**config.mk**
```make
export PLATFORM = sky130hd
export DESIGN_NAME = periodic_task_slot_scheduler_top
export DESIGN_NICKNAME = d
export VERILOG_FILES = /design/src/rtl/ptss_pkg.sv /design/src/rtl/periodic_task_slot_scheduler_top.sv
export SDC_FILE = /design/constraint.sdc
export NUM_CORES = 2
export LEC_CHECK = 0
export ABC_CLOCK_PERIOD_IN_PS = 24300
export BUFFER_PORTS_ARGS = -buffer_cell sky130_fd_sc_hd__buf_2
export CAP_MARGIN = 20
export CORE_MARGIN = 3
export CORE_UTILIZATION = 45
export DETAILED_ROUTE_END_ITERATION = 12
export GPL_TIMING_DRIVEN = 0
export MAX_ROUTING_LAYER = met4
export PLACE_DENSITY = 0.57
export SLEW_MARGIN = 25
export SYNTH_ARGS = -nofsm -noshare
export SYNTH_HDL_FRONTEND = slang
export SYNTH_SLANG_ARGS = --single-unit
export TNS_END_PERCENT = 20
```
**constraint.sdc**
```tcl
create_clock -name i_clk -period 24.3 [get_ports i_clk]
set_input_delay 4.86 -clock i_clk [delete_from_list [all_inputs] [get_ports i_clk]]
set_output_delay 4.86 -clock i_clk [all_outputs]
set_load 0.005 [all_outputs]
```
**src/rtl/ptss_pkg.sv**
```systemverilog
package ptss_pkg;

    localparam logic [1:0] ACT_TICK     = 2'd0;
    localparam logic [1:0] ACT_REGISTER = 2'd1;
    localparam logic [1:0] ACT_DELAYED  = 2'd2;
    localparam logic [1:0] ACT_REMOVE   = 2'd3;

    localparam logic [1:0] ST_OK       = 2'd0;
    localparam logic [1:0] ST_NOT_FND  = 2'd1;
    localparam logic [1:0] ST_FULL     = 2'd2;
    localparam logic [1:0] ST_HALTED   = 2'd3;

    localparam logic [31:0] BACKDATE = 32'd4;

    // Widths of the stored name and handle; the ports carry eight bits of each.
    localparam int NAME_WIDTH   = 8;
    localparam int HANDLE_WIDTH = 8;

    // One-hot controller states.
    typedef enum logic [6:0] {
        S_IDLE  = 7'b0000001,
        S_FIND  = 7'b0000010,
        S_FCHK  = 7'b0000100,
        S_TICK  = 7'b0001000,
        S_TCHK  = 7'b0010000,
        S_SHIFT = 7'b0100000,
        S_SWR   = 7'b1000000
    } t_state;

endpackage

```
**src/rtl/periodic_task_slot_scheduler_top.sv**
```systemverilog
// Periodic task slot scheduler. Raise start with an item while busy is low; each
// result is on the outputs for one cycle, marked by o_valid, and cannot be stalled.
// Slots live in a single-port memory with a registered read, so every slot visit
// passes through S_FIND or S_TICK and then S_FCHK or S_TCHK. Each fired result
// of a tick is held back until the next firing slot is found or the scan ends, so
// that the final one can carry o_last. Removing a fired one-shot compacts the table,
// moving each later slot down one place, and the slot moved into its place is
// skipped for that tick. A named register searches the table slot by slot for its
// name and appends when none matches; a remove searches the same way and compacts
// the table on a match. The result follows the last busy cycle. Once the table has
// overflowed, every item is answered in the next cycle and busy stays low. No
// clearing pass after reset.
module periodic_task_slot_scheduler_top #(
    parameter int SLOTS = 16
) (
    input  logic        i_clk,
    input  logic        i_rst_n,
    input  logic        start,
    output logic        busy,
    input  logic [1:0]  i_action,
    input  logic        i_has_name,
    input  logic [7:0]  i_name_id,
    input  logic [7:0]  i_task_handle,
    input  logic [31:0] i_interval_us,
    input  logic [31:0] i_time_us,
    output logic        o_valid,
    output logic        o_fired,
    output logic [7:0]  o_fired_handle,
    output logic [1:0]  o_status,
    output logic        o_last
);
    import ptss_pkg::*;

    localparam int IW = $clog2(SLOTS);
    localparam int CW = $clog2(SLOTS + 1);

    typedef struct packed {
        logic                    named;
        logic [NAME_WIDTH-1:0]   name;
        logic [HANDLE_WIDTH-1:0] handle;
        logic [31:0]             interval;
        logic [31:0]             stamp;
        logic                    once;
    } t_slot;

    // Slot memory, one address per cycle for both the read and the write, registered read.
    t_slot mem [SLOTS];
    t_slot r_rd;

    t_state         r_state,    n_state;
    logic [CW-1:0]  r_used,     n_used;
    logic           r_halted,   n_halted;
    logic [CW-1:0]  r_idx,      n_idx;
    logic [CW-1:0]  r_cnt,      n_cnt;     // compaction position
    logic           r_ret_tick, n_ret_tick;
    logic           r_wr,       n_wr;      // slot write pending
    logic           r_pend,     n_pend;    // fired result held back
    logic [7:0]     r_pend_hdl, n_pend_hdl;
    logic [1:0]     r_act,      n_act;
    logic           r_hn,       n_hn;
    logic [NAME_WIDTH-1:0]   r_name, n_name;
    logic [HANDLE_WIDTH-1:0] r_hdl,  n_hdl;
    logic [31:0]    r_ivl,      n_ivl;
    logic [31:0]    r_now,      n_now;
    logic           r_valid,    n_valid;
    logic           r_fired,    n_fired;
    logic [7:0]     r_fhdl,     n_fhdl;
    logic [1:0]     r_status,   n_status;
    logic           r_last,     n_last;

    logic           mem_we;
    logic [IW-1:0]  mem_addr;
    t_slot          mem_wd;

    logic [CW-1:0]  cnt_p1;
    logic [31:0]    due_time;
    logic           due;
    logic           named_reg;

    assign cnt_p1    = r_cnt + CW'(1);
    assign due_time  = r_rd.stamp + r_rd.interval;
    assign due       = due_time < r_now;
    assign named_reg = (r_act == ACT_REGISTER) && r_hn;
    assign busy      = (r_state != S_IDLE);

    assign o_valid        = r_valid;
    assign o_fired        = r_fired;
    assign o_fired_handle = r_fhdl;
    assign o_status       = r_status;
    assign o_last         = r_last;

    always_ff @(posedge i_clk) begin
        if (mem_we) begin
            mem[mem_addr] <= mem_wd;
        end
        r_rd <= mem[mem_addr];
    end

    // Memory address and write data.
    always_comb begin
        mem_we   = 1'b0;
        mem_addr = r_idx[IW-1:0];
        mem_wd   = r_rd;
        case (r_state)
            S_TCHK: begin
                mem_wd.stamp = r_now;
                mem_we       = due && !r_rd.once;
            end
            S_SHIFT: mem_addr = cnt_p1[IW-1:0];
            S_SWR: begin
                mem_addr = r_cnt[IW-1:0];
                mem_we   = 1'b1;
            end
            S_FCHK: begin
                mem_wd.named    = named_reg;
                mem_wd.name     = named_reg ? r_name : '0;
                mem_wd.handle   = r_hdl;
                mem_wd.interval = r_ivl;
                mem_wd.once     = (r_act == ACT_DELAYED);
                mem_wd.stamp    = ((r_act == ACT_DELAYED) && (r_ivl < BACKDATE))
                                  ? (r_now - BACKDATE) : r_now;
                mem_we          = r_wr;
            end
            default: ;
        endcase
    end

    // Controller next state.
    always_comb begin
        n_state    = r_state;
        n_used     = r_used;
        n_halted   = r_halted;
        n_idx      = r_idx;
        n_cnt      = r_cnt;
        n_ret_tick = r_ret_tick;
        n_wr       = r_wr;
        n_pend     = r_pend;
        n_pend_hdl = r_pend_hdl;
        n_act      = r_act;
        n_hn       = r_hn;
        n_name     = r_name;
        n_hdl      = r_hdl;
        n_ivl      = r_ivl;
        n_now      = r_now;
        n_valid    = 1'b0;
        n_fired    = r_fired;
        n_fhdl     = r_fhdl;
        n_status   = r_status;
        n_last     = r_last;
        case (r_state)
            S_IDLE: begin
                if (start) begin
                    n_act  = i_action;
                    n_hn   = i_has_name;
                    n_name = i_name_id[NAME_WIDTH-1:0];
                    n_hdl  = i_task_handle[HANDLE_WIDTH-1:0];
                    n_ivl  = i_interval_us;
                    n_now  = i_time_us;
                    n_idx  = '0;
                    n_wr   = 1'b0;
                    n_pend = 1'b0;
                    if (r_halted) begin
                        n_valid  = 1'b1;
                        n_fired  = 1'b0;
                        n_fhdl   = '0;
                        n_status = ST_HALTED;
                        n_last   = 1'b1;
                    end else if (i_action == ACT_TICK) begin
                        n_state = S_TICK;
                    end else begin
                        n_state = S_FIND;
                    end
                end
            end
            S_FIND: begin
                // Search done, or neither a named register nor a remove.
                if (r_idx >= r_used ||
                    (r_act == ACT_DELAYED) ||
                    (r_act == ACT_REGISTER && !r_hn)) begin
                    if (r_act == ACT_REMOVE) begin
                        n_valid  = 1'b1;
                        n_fired  = 1'b0;
                        n_fhdl   = '0;
                        n_status = ST_NOT_FND;
                        n_last   = 1'b1;
                        n_state  = S_IDLE;
                    end else if (r_used >= CW'(SLOTS)) begin
                        n_used   = '0;
                        n_halted = 1'b1;
                        n_valid  = 1'b1;
                        n_fired  = 1'b0;
                        n_fhdl   = '0;
                        n_status = ST_FULL;
                        n_last   = 1'b1;
                        n_state  = S_IDLE;
                    end else begin
                        // Append at the end of the table.
                        n_idx   = r_used;
                        n_wr    = 1'b1;
                        n_state = S_FCHK;
                    end
                end else begin
                    n_state = S_FCHK;
                end
            end
            S_FCHK: begin
                if (r_wr) begin
                    // The slot is written in this cycle.
                    if (r_idx == r_used) n_used = r_used + CW'(1);
                    n_valid  = 1'b1;
                    n_fired  = 1'b0;
                    n_fhdl   = '0;
                    n_status = ST_OK;
                    n_last   = 1'b1;
                    n_state  = S_IDLE;
                end else if (r_rd.named && r_rd.name == r_name) begin
                    if (r_act == ACT_REMOVE) begin
                        n_cnt      = r_idx;
                        n_ret_tick = 1'b0;
                        n_state    = S_SHIFT;
                    end else begin
                        n_wr = 1'b1;
                    end
                end else begin
                    n_idx   = r_idx + CW'(1);
                    n_state = S_FIND;
                end
            end
            S_TICK: begin
                if (r_idx >= r_used) begin
                    // Release the held result as the final one, or report none.
                    n_valid  = 1'b1;
                    n_fired  = r_pend;
                    n_fhdl   = r_pend ? r_pend_hdl : 8'd0;
                    n_status = ST_OK;
                    n_last   = 1'b1;
                    n_state  = S_IDLE;
                end else begin
                    n_state = S_TCHK;
                end
            end
            S_TCHK: begin
                if (due) begin
                    // A later firing slot exists, so the held one is not final.
                    n_valid    = r_pend;
                    n_fired    = 1'b1;
                    n_fhdl     = r_pend_hdl;
                    n_status   = ST_OK;
                    n_last     = 1'b0;
                    n_pend     = 1'b1;
                    n_pend_hdl = 8'(r_rd.handle);
                    if (r_rd.once) begin
                        n_cnt      = r_idx;
                        n_ret_tick = 1'b1;
                        n_state    = S_SHIFT;
                    end else begin
                        n_idx   = r_idx + CW'(1);
                        n_state = S_TICK;
                    end
                end else begin
                    n_idx   = r_idx + CW'(1);
                    n_state = S_TICK;
                end
            end
            S_SHIFT: begin
                if (cnt_p1 >= r_used) begin
                    n_used = r_used - CW'(1);
                    if (r_ret_tick) begin
                        // Slot moved into place is skipped this tick.
                        n_idx   = r_idx + CW'(1);
                        n_state = S_TICK;
                    end else begin
                        n_valid  = 1'b1;
                        n_fired  = 1'b0;
                        n_fhdl   = '0;
                        n_status = ST_OK;
                        n_last   = 1'b1;
                        n_state  = S_IDLE;
                    end
                end else begin
                    n_state = S_SWR;
                end
            end
            S_SWR: begin
                n_cnt   = cnt_p1;
                n_state = S_SHIFT;
            end
            default: n_state = S_IDLE;
        endcase
    end

    // Controller registers.
    always_ff @(posedge i_clk) begin
        if (!i_rst_n) begin
            r_state  <= S_IDLE;
            r_used   <= '0;
            r_halted <= 1'b0;
            r_valid  <= 1'b0;
        end else begin
            r_state  <= n_state;
            r_used   <= n_used;
            r_halted <= n_halted;
            r_valid  <= n_valid;
        end
        r_idx      <= n_idx;
        r_cnt      <= n_cnt;
        r_ret_tick <= n_ret_tick;
        r_wr       <= n_wr;
        r_pend     <= n_pend;
        r_pend_hdl <= n_pend_hdl;
        r_act      <= n_act;
        r_hn       <= n_hn;
        r_name     <= n_name;
        r_hdl      <= n_hdl;
        r_ivl      <= n_ivl;
        r_now      <= n_now;
        r_fired    <= n_fired;
        r_fhdl     <= n_fhdl;
        r_status   <= n_status;
        r_last     <= n_last;
    end

`ifndef NO_ASSERTIONS
    a_used_bound: assert property (@(posedge i_clk) disable iff (!i_rst_n)
        r_used <= CW'(SLOTS)) else $error("used count exceeds table size");
    a_halt_empty: assert property (@(posedge i_clk) disable iff (!i_rst_n)
        r_halted |-> r_used == '0) else $error("halted with slots in use");
    a_halt_stays: assert property (@(posedge i_clk) disable iff (!i_rst_n)
        $past(r_halted) && $past(i_rst_n) |-> r_halted) else $error("halt cleared");
`endif

endmodule

```
== After elaboration in Yosys (flattened, before gate mapping) ==
Memory sizes are Yosys's and may differ from the RTL's. A register that Yosys moved wholly into a read port is not among the register bits.
Index checks and enable logic that the tools add are counted.
Storage, ports and cells
  register bits after elaboration: 130
  bits in latches: 0
  bits in writable memories: 1312
  ROM bits: 0
  input port bits: 86
  word-level logic and storage cells: 215
  memories: 1
Memories
  mem: words 16, bits a word 82, rd ports 1, clocked after memory_dff 1, write ports 1, line periodic_task_slot_scheduler_top.sv:47  | t_slot mem [SLOTS];
Operators by class
  $add $sub $neg: 6
  multiply operators: 0
  divide/modulo/power cells: 0
  magnitude comparators: 5
  equal/unequal tests: 35
  shift-type cells: 0
  muxes and demuxes: 119
  bitwise operators: 1
  reduce and logical (&&, ||, !) cells: 28
Operator list (count)
  5-bit two-way mux: 22
  8-bit two-way mux: 12
  32-bit one-hot mux with 2 select lines: 1
  7-bit two-way mux: 8
  49-bit two-way mux: 1
  7-bit one-hot mux with 7 select lines: 1
  8-bit one-hot mux with 6 select lines: 1
  1-bit two-way mux: 45
  2-bit != test (second input constant): 19
  32-bit adder: 1
  32-bit by 3-bit < comparator with 1-bit output (second input constant): 1
  32-bit < comparator: 1
  32-bit two-way mux: 1
  32-bit by 3-bit subtractor with 32-bit output (second input constant): 1
  5-bit one-hot mux with 3 select lines: 2
  5-bit one-hot mux with 5 select lines: 1
  2-bit two-way mux: 10
  10-bit AND reduction: 2
  1-bit one-hot mux with 6 select lines: 3
  5-bit by 1-bit adder with 5-bit output (second input constant): 3
  2-bit one-hot mux with 6 select lines: 1
  6-bit AND reduction: 2
  5-bit >= comparator: 2
  3-bit nonzero test: 3
  35 further kinds: 50

== Depth between registers and ports, before layout ==
  depth in word-level cells: 6
  mapped depth: 21

== Least setup slack after synthesis ==
OpenSTA, ideal clock, no wires.
  kind: register to register
  from: register r_rd[9] (netlist name)
  to: memory mem[5][0] (netlist bit), enable pin
  arrival: 16.944 ns
  path slack: 6.397 ns
  stages on the path, launching flop included: 20
  buffers on the path: 1
  cell sequence: dfxtp_1 -> ha_1 -> a21o_1 -> a21o_1 -> a221oi_1 -> o311a_1 -> nor2_1 -> a41o_1 -> o21ai_0 -> a21oi_1 -> ha_1 -> a21o_1 -> a21o_1 -> a21o_1 -> a21oi_1 -> nor2_1 -> a2111oi_2 -> nand4_1 -> clkbuf_1 -> a2111oi_0
On the way
  word-level cells in the longest chain between the ends: 6
RTL lines
  32-bit adder: line periodic_task_slot_scheduler_top.sv:81  | assign due_time = r_rd.stamp + r_rd.interval;
  32-bit < comparator: line periodic_task_slot_scheduler_top.sv:82  | assign due = due_time < r_now;
  1-bit logical AND: line periodic_task_slot_scheduler_top.sv:107  | mem_we = due && !r_rd.once;
  1-bit one-hot mux with 3 select lines: line periodic_task_slot_scheduler_top.sv:104  | case (r_state)
  1-bit two-way mux: line periodic_task_slot_scheduler_top.sv:93  | if (mem_we) begin
  1-bit two-way mux (not written as such): line periodic_task_slot_scheduler_top.sv:94  | mem[mem_addr] <= mem_wd;
  to (decl): line periodic_task_slot_scheduler_top.sv:47
Every way passes these cells.

== Final worst setup path ==
  from: register r_rd[33] (netlist name)
  to: memory mem[5][36] (netlist bit), enable pin
On the way
  word-level cells in the longest chain between the ends: 6
RTL lines (line)
  32-bit adder: periodic_task_slot_scheduler_top.sv:81
  32-bit < comparator: periodic_task_slot_scheduler_top.sv:82
  1-bit logical AND: periodic_task_slot_scheduler_top.sv:107
  1-bit one-hot mux with 3 select lines: periodic_task_slot_scheduler_top.sv:104
  1-bit two-way mux: periodic_task_slot_scheduler_top.sv:93
  1-bit two-way mux (not written as such): periodic_task_slot_scheduler_top.sv:94
Every way passes these cells.

==> reports/qor.txt <==
status - finished clean
crit start category - register
DRT Pass-1 Iters - 6
RSZ-0062 raised after global routing - false
Post-synth top flop - edfxtp_1
leading post-synthesis cells by cell area - edfxtp_1 (68%), nand2_1 (7.1%), and3_1 (3.4%)
initial antenna violation count - 12
Detail Route Antenna Nets - 0
PostCTS Resize Cnt - 0
commonest non-fill, non-tap cell in the layout - edfxtp_1
Post-Place Cells - 6,774
grt ovf - 0
EDFF count, synth - 1,428
GRT Resource Usage Total - 0.265
die height - 379 µm
Crit-path slowest cell - a2111oi_2
Tcrit/Tclk final - 0.391
gr busiest metal - met2
Root Buffer Master - clkbuf_16
post-synth top area cell - edfxtp_1
Synth Cell Area - 0.0627 mm²
Setup Fix Bufs, Post-CTS - 0
FF+latch count, synth - 1,524
CP Capture Type - register
final cell count without fillers - 7,071
die area - 0.144 mm²
Post-Syn Nets - 4,753
Slew Limit Fails - 0
worst setup path class - reg2reg
synth warn - 0
min Tclk post-route - 9510 ps
Ports - 100
most frequent cells in the layout - edfxtp_1 (1,428), nand2_1 (1,182), buf_2 (447)
Post-Place Setup Slack - 14,900 ps
GPL Wtd Cong - 0.933
ys async rst share - 0
clk_lat worst skew - 800 ps
largest net degree at the start of global routing - 31
chip width - 379 µm
CTS Hold Buffers Added - 0
maxcap violations - 0
initial core utilization - 0.455
hpwl dp - 134,000 µm
sequential cell area - 0.0448 mm²
clock transition at the registers of the reported paths - 60 ps
slew margin rel. - 0.243
number of setup violations in the final report - 0
clock buffer depth - 3
synth unique cells - 78
clk sink count - 1,524
first-pass GRT wire length - 268,000 µm
DRC viols - 0
clock skew - 35.4 ps
Hold WS - 415 ps
Post-DP Area - 0.0677 mm²
sequential share of the synthesized area - 0.715
Power Dens Cells - 125 mW/mm²
htree depth - 4
Num CTS Buffers - 160
design area - 0.0728 mm²
fin nets - 5,308
Initial DRC Count - 4,396
TritonCTS clock tree - done
most used cell, CP - buf_2
Multi-input gate area - 0.0166 mm²
FMAX - 105 MHz
Vias per Instance - 5.76
Worst-Margin Slew - 1140 ps
leakage power - 0.0278 µW
met2 Use GR - 0.397
Avg Inst Size Synth - 13.7 µm²
filler cell count - 11,500
critical path peak fanout - 10
Mapped Cells - 4,587
Max IR drop VDD - 0.0000692 V
per-cell routed wire length - 26.3 µm
area grow syn2layout - 16.2%
Critical Path AT - 9990 ps
GR Util met3 - 0.0461
# rows - 136
share of cells above drive strength 1 - 0.171
top-area cell type share of the netlist area - 0.684
met1 usage - 0.369
core box area - 0.138 mm²
final worst slack - 14,790 ps
crit-path max cell delay - 850 ps
port bufs - 99
vias - 40,800
final hold viol count - 0
WP data required - 24,780 ps
vias in the first global route - 38,700
routed wire length - 186,000 µm
min-delay worst type - reg2reg
Final Util - 0.528
-- final timing paths --
check             depth (start not counted)            end      from  slack [ps]
hold reg to reg                           0  r_pend_hdl[5]  r_rd[70]         420
hold / removal                            0  r_pend_hdl[5]  r_rd[70]         420
setup reg to reg                         30     mem[5][36]  r_rd[33]       14790
setup / recovery                         30     mem[5][36]  r_rd[33]       14790
-- power breakdown --
group / switching [µW] / leakage [µW] / internal (µW)
clock: 1010 / 0.00248 / 1360
combinational: 2120 / 0.0116 / 1060
sequential: 182 / 0.0138 / 3360
-- synth_stat cells (7+ instances only) --
master	n
edfxtp_1	1428
nand2_1	1182
and3_1	337
a31oi_1	177
mux2i_1	170
clkbuf_1	126
buf_2	109
dfxtp_1	96
a221o_1	88
mux2_2	84
o32ai_1	82
ha_1	78
a21oi_1	70
nor2_1	65
o21ai_0	62
inv_1	59
nand3_1	38
xnor2_1	31
a21o_1	29
nor3_1	21
buf_6	19
and2_1	17
nor4_1	16
xor2_1	16
nor2b_1	15
o211ai_1	13
a2111oi_0	12
nand4_1	12
nand2b_1	11
a22o_1	9
a32oi_1	8
a211oi_1	7
o22ai_1	7
-- registers in the layout, indices dropped and copies added (netlist names), 2 cells and up --
name and count:
r_pend_hdl 8, r_name 8, o_fired_handle 8, r_now 32
r_state 7, o_status 2, r_rd 82, r_hdl 8
r_cnt 5, r_ivl 32, r_act 2, r_used 5
r_idx 5, mem 1312
-- layer usage --
| layer | share of wire | routed length [µm] |
|---|---|---|
| met2 | 0.45 | 84300 |
| met4 | 0.033 | 6180 |
| met5 | 0 | 0 |
| met3 | 0.081 | 15100 |
| met1 | 0.43 | 80100 |
-- cells by family (layout without fill, tap and decap cells) --
kind of cell    count (synthesis)  count (layout)  synth area share
buf+inv                       326            1011            0.0243
flops                        1524            1524             0.715
fa+ha+maj                      80              80            0.0162
mux                           254             254            0.0422
other cells                     0               5                 0
xor+xnor                       47              47           0.00657
compound gates                617             617            0.0720
simple gates                 1739            1739             0.124
-- through the flow --
stage           TNS, ps  total power [µW]
2_1_floorplan         0              5450
3_3_place_gp   -7230860              6660
3_5_place_dp          0              6740
4_1_cts               0              9120
5_1_grt               0              9500
6_report              0              9090
-- cell type report --
type                       count  share of cell area
inverter                      61             0.00318
buffer                       265              0.0178
clock inverter                56             0.00665
antenna                        5            0.000172
clock buffer                 236              0.0630
tap                         1794              0.0308
timing repair buffer         393              0.0357
multi-input combinational   2737               0.228
sequential                  1524               0.615
-- worst max-delay path, delay by kind of cell (launching register included) --
family	cells	cell delay, ps
buffers and inverters	12	2960
adder cells (fa/ha/maj)	3	960
AND/OR/NAND/NOR	4	870
AO/OA/AOI/OAI	10	3670
flip-flops	1	590
XOR/XNOR	1	180
No activity file was read; power rests on OpenSTA's default activity.
